`config.mk`:
```
export PLATFORM = sky130hd
export DESIGN_NAME = dsm_div_pipe
export DESIGN_NICKNAME = d
export VERILOG_FILES = /design/src/rtl/differential_steering_mixer_defines.svh /design/src/rtl/dsm_pkg.sv /design/src/rtl/dsm_div_pipe.sv
export SDC_FILE = /design/constraint.sdc
export NUM_CORES = 2
export LEC_CHECK = 0
export BUFFER_PORTS_ARGS = -buffer_cell sky130_fd_sc_hd__buf_2
export CORE_MARGIN = 10
export CORE_UTILIZATION = 40
export DETAILED_ROUTE_END_ITERATION = 10
export PLACE_DENSITY = 0.65
export SYNTH_ARGS = -nofsm -noshare
export SYNTH_HDL_FRONTEND = slang
export SYNTH_SLANG_ARGS = --single-unit
export TNS_END_PERCENT = 1
```
`constraint.sdc`:
```
create_clock -name clock -period 3.45 [get_ports clock]
set_input_delay 0.345 -clock clock [delete_from_list [all_inputs] [get_ports clock]]
set_output_delay 0.345 -clock clock [all_outputs]
set_load 0.1 [all_outputs]
```
`src/rtl/differential_steering_mixer_defines.svh`:
```
// Assertion macros shared by the differential steering mixer RTL.
`ifndef DIFFERENTIAL_STEERING_MIXER_DEFINES_SVH
`define DIFFERENTIAL_STEERING_MIXER_DEFINES_SVH

// Same-cycle implication, checked on every rising clock edge outside reset.
`define DSM_ASSERT_IMPL(label, ante, cons, msg) \
   label: assert property (@(posedge clock) disable iff (reset) (ante) |-> (cons)) \
      else $error(msg);

// Implication that must hold a fixed number of cycles after the antecedent.
`define DSM_ASSERT_LATER(label, n, ante, cons, msg) \
   label: assert property (@(posedge clock) disable iff (reset) (ante) |-> ##n (cons)) \
      else $error(msg);

`endif

```
`src/rtl/dsm_pkg.sv`:
```
// Types, constants and elaboration-time table functions for the steering mixer.
package dsm_pkg;

   // Configuration register indexes and reset values.
   localparam int CSR_INDEX_W = 4;
   localparam int CSR_DATA_W  = 12;
   localparam logic [CSR_INDEX_W-1:0] CSR_WHEEL_LENGTH = 4'd0;
   localparam logic [CSR_INDEX_W-1:0] CSR_AXLE_LENGTH  = 4'd1;
   localparam logic [CSR_DATA_W-1:0]  WHEEL_LENGTH_RESET = 12'd56;
   localparam logic [CSR_DATA_W-1:0]  AXLE_LENGTH_RESET  = 12'd120;

   // Steering range and wheel speed limits.
   localparam logic signed [7:0] STEER_MAX = 8'sd90;
   localparam logic signed [7:0] STEER_MIN = -8'sd90;
   localparam int TAN_DEPTH = 91;
   localparam int TAN_IDX_W = $clog2(TAN_DEPTH);
   localparam int SPEED_MAX = 32767;
   localparam int SPEED_MIN = -32768;

   // Precision used to build the tangent table; covers the widest fraction.
   localparam int MAX_FRAC_BITS = 24;
   localparam int TAN_PREC      = MAX_FRAC_BITS + 1;
   localparam int FD_W          = 64 + TAN_PREC;

   localparam logic [63:0] PI_Q60  = 64'h3243F6A8885A308D;
   localparam logic [63:0] ONE_Q60 = 64'd1 << 60;
   localparam logic [63:0] RAD_PER_DEG_Q60 = (PI_Q60 + 64'd90) / 64'd180;

   typedef struct packed {
      logic signed [7:0]  steering_deg;
      logic signed [15:0] speed_dps;
   } req_type;

   typedef struct packed {
      logic signed [15:0] left_speed;
      logic signed [15:0] right_speed;
   } rsp_type;

   typedef enum logic [2:0] {
      CLS_STRAIGHT,
      CLS_SPIN_NEG,
      CLS_SPIN_POS,
      CLS_TURN_POS,
      CLS_TURN_NEG
   } steer_class_type;

   // Fields that ride alongside the divider.
   typedef struct packed {
      steer_class_type    steer_class;
      logic               num_neg;
      logic               den_zero;
      logic signed [15:0] speed_dps;
   } side_type;

   // (a * b) >> 60 on Q60 values below 2^62.
   function automatic logic [63:0] mul60(input logic [63:0] a, input logic [63:0] b);
      logic [127:0] prod;
      prod = {64'd0, a} * {64'd0, b};
      return prod[123:60];
   endfunction

   // Floor division of a 64-bit value by a small divisor, bit by bit.
   function automatic logic [63:0] div_small(input logic [63:0] n, input logic [15:0] d);
      logic [63:0] q;
      logic [16:0] r;
      q = '0;
      r = '0;
      for (int i = 63; i >= 0; i--) begin
         r = {r[15:0], n[i]};
         if (r >= {1'b0, d}) begin
            r    = r - {1'b0, d};
            q[i] = 1'b1;
         end
      end
      return q;
   endfunction

   // Q60 sine and cosine of k degrees (k at most 45), packed as {sine, cosine}.
   function automatic logic [127:0] sin_cos(input logic [6:0] k);
      logic [63:0] x;
      logic [63:0] x2;
      logic [63:0] ts;
      logic [63:0] tc;
      logic [63:0] sv;
      logic [63:0] cv;
      x  = RAD_PER_DEG_Q60 * {57'd0, k};
      x2 = mul60(x, x);
      ts = x;
      tc = ONE_Q60;
      sv = x;
      cv = ONE_Q60;
      for (int n = 1; n <= 12; n++) begin
         ts = div_small(mul60(ts, x2), 16'((2 * n) * (2 * n + 1)));
         tc = div_small(mul60(tc, x2), 16'((2 * n - 1) * (2 * n)));
         if ((n & 1) == 1) begin
            sv = sv - ts;
            cv = cv - tc;
         end else begin
            sv = sv + ts;
            cv = cv + tc;
         end
      end
      return {sv, cv};
   endfunction

   // floor(n * 2^TAN_PREC / d) by restoring long division.
   function automatic logic [FD_W-1:0] frac_div(input logic [63:0] n, input logic [63:0] d);
      logic [FD_W-1:0] num;
      logic [FD_W-1:0] q;
      logic [64:0]     r;
      num = {n, TAN_PREC'(0)};
      q   = '0;
      r   = '0;
      for (int i = FD_W - 1; i >= 0; i--) begin
         r = {r[63:0], num[i]};
         if (r >= {1'b0, d}) begin
            r    = r - {1'b0, d};
            q[i] = 1'b1;
         end
      end
      return q;
   endfunction

   // |tan(m degrees)| with frac_bits fraction bits, rounded half up (1 <= m <= 89).
   function automatic logic [31:0] tan_q(input logic [6:0] m, input int frac_bits);
      logic [127:0]    scv;
      logic [FD_W-1:0] q;
      if (m <= 7'd45) begin
         scv = sin_cos(m);
         q   = frac_div(scv[127:64], scv[63:0]);
      end else begin
         scv = sin_cos(7'(7'd90 - m));
         q   = frac_div(scv[63:0], scv[127:64]);
      end
      q = q >> (MAX_FRAC_BITS - frac_bits);
      q = (q + FD_W'(1)) >> 1;
      return q[31:0];
   endfunction

endpackage

```
`src/rtl/dsm_div_pipe.sv`:
```
// Pipelined restoring divider: one quotient bit per stage, sideband carried along.
module dsm_div_pipe #(
   parameter int FRAC_BITS = 16
) (
   input  logic                  clock,
   input  logic                  reset,
   input  logic                  in_valid,
   input  logic [FRAC_BITS+17:0] in_num,
   input  logic [FRAC_BITS+17:0] in_den,
   input  dsm_pkg::side_type     in_side,
   output logic                  out_valid,
   output logic [FRAC_BITS:0]    out_quot,
   output dsm_pkg::side_type     out_side
);

   localparam int DEN_W = FRAC_BITS + 18;
   localparam int Q_W   = FRAC_BITS + 1;
   localparam int STEPS = FRAC_BITS + 1;

   logic              valid_ff [STEPS];
   logic [DEN_W-1:0]  rem_ff   [STEPS];
   logic [DEN_W-1:0]  den_ff   [STEPS];
   logic [Q_W-1:0]    quot_ff  [STEPS];
   dsm_pkg::side_type side_ff  [STEPS];

   for (genvar k = 0; k < STEPS; k++) begin : g_step
      logic              src_valid;
      logic [DEN_W-1:0]  src_den;
      logic [Q_W-1:0]    src_quot;
      dsm_pkg::side_type src_side;
      logic [DEN_W:0]    trial;
      logic [DEN_W:0]    diff;
      logic              take;
      logic [DEN_W-1:0]  rem_in;

      // The first step sees the numerator itself; later steps see the
      // previous remainder shifted up by one bit.
      if (k == 0) begin : g_first
         assign src_valid = in_valid;
         assign src_den   = in_den;
         assign src_quot  = '0;
         assign src_side  = in_side;
         assign trial     = {1'b0, in_num};
      end else begin : g_next
         assign src_valid = valid_ff[k-1];
         assign src_den   = den_ff[k-1];
         assign src_quot  = quot_ff[k-1];
         assign src_side  = side_ff[k-1];
         assign trial     = {rem_ff[k-1], 1'b0};
      end

      assign diff   = trial - {1'b0, src_den};
      assign take   = (trial >= {1'b0, src_den});
      assign rem_in = take ? diff[DEN_W-1:0] : trial[DEN_W-1:0];

      always_ff @(posedge clock) begin
         if (reset) begin
            valid_ff[k] <= 1'b0;
         end else begin
            valid_ff[k] <= src_valid;
         end
         rem_ff[k]  <= rem_in;
         den_ff[k]  <= src_den;
         quot_ff[k] <= {src_quot[Q_W-2:0], take};
         side_ff[k] <= src_side;
      end
   end

   assign out_valid = valid_ff[STEPS-1];
   assign out_quot  = quot_ff[STEPS-1];
   assign out_side  = side_ff[STEPS-1];

endmodule

```
---- Yosys cells after proc, flatten, opt, wreduce, memory -nomap -nowiden ----
Memories as Yosys holds them, arrays and structs flattened.
Cells that the tools add are included.
operators by class
  bitwise logic cells ..................... 17
  $lt $le $gt $ge ......................... 17
  multiplexer cells ....................... 37
  add/sub/neg operators ................... 17
operator list
  cell                                              number
  34-bit 2-to-1 mux                                 17
  34-bit subtractor                                 17
  35-bit by 34-bit >= comparator with 1-bit output  16
  34-bit >= comparator                              1
  1-bit 2-to-1 mux                                  20
  1-bit OR                                          17
word-level totals
  memories ................................ 5
  register bits ........................... 0
  word-level logic and storage cells ...... 93
  RAM bits ................................ 1819
memories
  name      depth  bits a word  rd ports  clocked after memory_dff  write ports  RTL line            source
  den_ff    17     34           16        0                         17           dsm_div_pipe.sv:22  logic [DEN_W-1:0] den_ff [STEPS];
  rem_ff    17     34           16        0                         17           dsm_div_pipe.sv:21  logic [DEN_W-1:0] rem_ff [STEPS];
  side_ff   17     21           17        0                         17           dsm_div_pipe.sv:24  dsm_pkg::side_type side_ff [STEPS];
  quot_ff   17     17           17        0                         17           dsm_div_pipe.sv:23  logic [Q_W-1:0] quot_ff [STEPS];
  valid_ff  17     1            17        0                         17           dsm_div_pipe.sv:20  logic valid_ff [STEPS];

---- Depth between registers and ports, before layout ----
  depth after elaboration ................. 3
  depth in mapped cells ................... 17

---- Worst setup path before layout ----
Ideal clock, no wire load.
  path kind ............................... reg-to-reg
  start point ............................. mem den_ff[0][421] (netlist name)
  end point ............................... mem rem_ff[0][447] (netlist name)
  slack ................................... -0.268 ns
  arrival ................................. 3.596 ns
  stages on the path, launching flop included .. 16
  clock period less this slack ............ 3.718 ns
  path buffers ............................ 2
  setup time .............................. 0.121 ns
  cells stage by stage .................... dfxtp_1 > inv_1 > ha_1 > buf_2 > nand4_1 > or3b_1 > a211o_1 > and3_4 > a21o_1 > o311a_1 > o21a_4 > o21ai_4 > nor2_2 > o311ai_4 > buf_6 > mux2_4
RTL lines
  element             RTL line
  start: declaration  dsm_div_pipe.sv:22
  end: declaration    dsm_div_pipe.sv:21

==> summary.md <==
| Metric | Value |
|---|---|
| Largest net degree at the start of global routing | `46` |
| DRC | `0` |
| FFs w/ async S/R, synth | `0%` |
| Initial core utilization | `40.4%` |
| Max clock buf depth | `3` |
| Slowest CP cell | `or3b_4` |
| Register-to-register setup slack | `-0.23 ns` |
| RSZ-0062 raised after global routing | `yes` |
| CP Capture Type | `flip-flop` |
| Ports | `131` |
| WL per Instance | `15.7 um` |
| Chip Height | `431 um` |
| 1st-pass router iterations | `7` |
| Status | `complete, but fails checks` |
| Worst path top cell family by delay | `compound AO/OA/AOI/OAI gates` |
| Congestion Overflow GR | `0` |
| Post-route insts no fill | `10144` |
| WS Path Type | `flip-flop to flip-flop` |
| Core area | `168000 um2` |
| Synth cell types | `87` |
| FP Rows | `150` |
| Reg-to-Reg End | `rem_ff[0][444]` |
| Global-route usage over all layers | `16.7%` |
| Top FF cell, synth | `dfxtp_1` |
| Layout cells sized above 1 | `15.8%` |
| # diodes | `0` |
| WP buf/inv | `3` |
| CTS H-tree depth | `4` |
| Port Buf Inserts | `130` |
| Crit path required time | `4.13 ns` |
| Die area | `186000 um2` |
| Hold crit path type | `input port to flip-flop` |
| Clock power share | `21.7%` |
| Fin. max-slew vios | `0` |
| Leak | `38.3 nW` |
| Final Core Density | `49.1%` |
| ANT nets after route | `0` |
| Max cap viols | `0` |
| Worst-path clk slew | `0.06 ns` |
| Post-synthesis to final-layout area growth | `21.6%` |
| WL final | `160000 um` |
| Crit Path Max Fanout | `14` |
| Initial antenna violation count | `1` |
| Skew final | `0.0300 ns` |
| Fin crit share | `107%` |
| Fin crit period | `3.68 ns` |
| Internal power | `54.6 mW` |
| CTS Sinks | `1615` |
| Worst reg2reg path depth | `15` |
| First-pass GRT wire length | `257000 um` |
| Critical Path Start Type | `flip-flop` |
| Net switching power | `32.3 mW` |
| Iter 0 DRT Violations | `2490` |
| Actual slew at the worst max-slew pin | `0.638 ns` |
| R2R Path Start | `den_ff[0][416]` |
| Final Net Count | `8484` |
| TritonCTS clock tree | `yes` |
| Post-synth EDFFs | `0` |
| Final setup fails | `75` |
| Slew margin rel. | `57.0%` |
| Syn_area_per_cell | `9.58 um2` |
| Combinational power share | `47.6%` |
| GPL Wtd Cong | `0.950` |
| Pwr dens | `1060 nW/um2` |
| Worst setup path end | `rem_ff[0][444]` |
| Number of global-route vias before repair | `51041` |
| Dpl cells | `9727` |
| Sequential area share after synthesis | `47.7%` |
| Peak VDD IR | `645 uV` |
| Synth Net Count | `7755` |
| Final WS setup | `-0.227 ns` |
| Peak Freq | `0.272 GHz` |
| HPWL Detailed | `125000 um` |
| Design Power | `86.9 mW` |
| Cell count after synthesis | `7070` |
| Critical path depth | `15` |
| Failing checks | `negative setup slack` |
| Final hold violations | `0` |
| Routed via count | `50350` |
| Worst path arrival time | `4.36 ns` |
| Die span in x | `431 um` |
| TritonCTS buffer count | `168` |
| CP Cell Sequence | `inv_1 > ha_4 > and4_1 > or3b_4 > a211o_1 > and3_4 > a21o_1 > o311a_1 > o21a_4 > o21ai_4 > nor2_4 > o311ai_4 > buf_6 > buf_12 > mux2_4` |
| Hold slack | `0.182 ns` |
| Clock root buffer | `clkbuf_16` |
| Reg power frac | `30.7%` |
| Yosys Warn Count | `0` |
| Synth Register Bits | `1615` |
| Syn Std Cell Area | `67700 um2` |
| Vias per cell | `4.96` |
| Worst-Skew Late Latency | `0.81 ns` |
| Worst setup path start | `den_ff[0][416]` |
| Net Sw Frac | `37.2%` |
| Critical Path Max Stage Delay | `0.39 ns` |
## stage by stage
stage	area [um2]	TNS, ns	worst slack [ns]
after global placement	74500	-33.71	-0.424
after global routing	82300	-25.51	-0.334
after CTS	81800	-10.50	-0.231
after floorplan	67800	-11.47	-0.205
final	82300	-8.03	-0.227
after detailed placement	74500	-38.29	-0.421
## cell usage after synthesis, types with 53 or more instances
cell type	n	area share [%]
dfxtp_1	1615	48
inv_1	699	3.9
a21oi_1	617	4.6
ha_1	577	11
nand2_1	492	2.7
o21ai_0	471	3.5
nor2_1	396	2.2
a21o_1	284	3.1
xnor2_1	269	3.5
xor2_1	206	2.7
clkbuf_1	149	0.83
mux2_2	123	2.0
nand3_1	109	0.81
nand4_1	95	0.88
nor2b_1	92	0.85
o21bai_1	72	0.80
nor3_1	67	0.50
a31oi_1	57	0.53
o21a_1	56	0.62
nand2b_1	53	0.49
## state kept, by name, indices dropped and copies added (netlist names)
name      cells
den_ff      544
rem_ff      544
valid_ff     17
side_ff     357
quot_ff     153
## metal layers
metal	vias to the layer above	part of all wire, %	wire length, um	track usage (%)
met1	23102	41	65100	18.3
li1	25814	-	-	-
met2	1042	50	79100	30.4
met3	392	3.5	5590	2.62
met4	0	6.2	9880	9.80
met5	-	0	0	0
## cell type report
cell class	count	area, um2
Clock buffer	234	4790
Multi-Input combinational cell	4581	32900
Fill cell	15460	85500
Sequential cell	1615	32300
Inverter	699	2630
Clock inverter	77	1100
Timing Repair Buffer	734	5780
Tap cell	2204	2760
## worst reg2reg max path, stage by stage (launching register included)
cell      delay [ns]
dfxtp_2         0.32
inv_1           0.06
ha_4            0.27
and4_1          0.21
or3b_4          0.39
a211o_1         0.23
and3_4          0.20
a21o_1          0.20
o311a_1         0.34
o21a_4          0.22
o21ai_4         0.15
nor2_4          0.06
o311ai_4        0.26
buf_6           0.16
buf_12          0.16
mux2_4          0.33
## cell usage in the layout, fill, tap and decap left out, types with 269 or more instances in the layout
cell type and count:
a21o_1 284, a21oi_1 600, buf_4 474, dfxtp_1 1603, ha_1 567, inv_1 694, nand2_1 486, nor2_1 387
o21ai_0 430, xnor2_1 269
## worst min path at each step
stage                     slack [ns]       startpoint  cells past startpoint               to
final                           0.18      in_side[19]                      2   side_ff[0][19]
after global routing            0.14      in_side[18]                      2   side_ff[0][18]
after CTS                       0.10      in_side[19]                      2   side_ff[0][19]
after detailed placement        0.31   quot_ff[0][34]                      0   quot_ff[0][52]
after global placement          0.31  quot_ff[0][108]                      0  quot_ff[0][126]
after floorplan                 0.31   quot_ff[0][85]                      0  quot_ff[0][103]
## cell families (layout without fill, tap and decap cells)
kind of cell | count (synthesis) | after routing | share of synthesized area [%]
xor+xnor | 475 | 475 | 6.14
flops | 1615 | 1615 | 47.7
compound gates | 1873 | 1873 | 17.1
mux | 156 | 156 | 2.69
simple gates | 1484 | 1484 | 10.3
fa+ha+maj | 593 | 593 | 11.1
buf+inv | 874 | 1744 | 4.90
## timing repair
action / CTS / global route
endpoints found under the setup margin: 313 / 431
setup buffers: 7 / 4
pin swaps: 22 / 16
hold buffers: 92 / 0
resized for setup: 99 / 119
endpoints found under the hold margin: 106 / 0
gates cloned: 2 / 1
## power by group through the flow
stage / sequential, mW / combinational, mW / clock (mW)
after floorplan: 26.3 / 27.9 / 0
final: 26.7 / 41.4 / 18.8
after global placement: 27.0 / 38.9 / 0
after global routing: 27.1 / 45.8 / 20.1
after detailed placement: 27.0 / 39.5 / 0
after CTS: 26.7 / 40.6 / 19.4
Power figures use the tool's default switching activity.
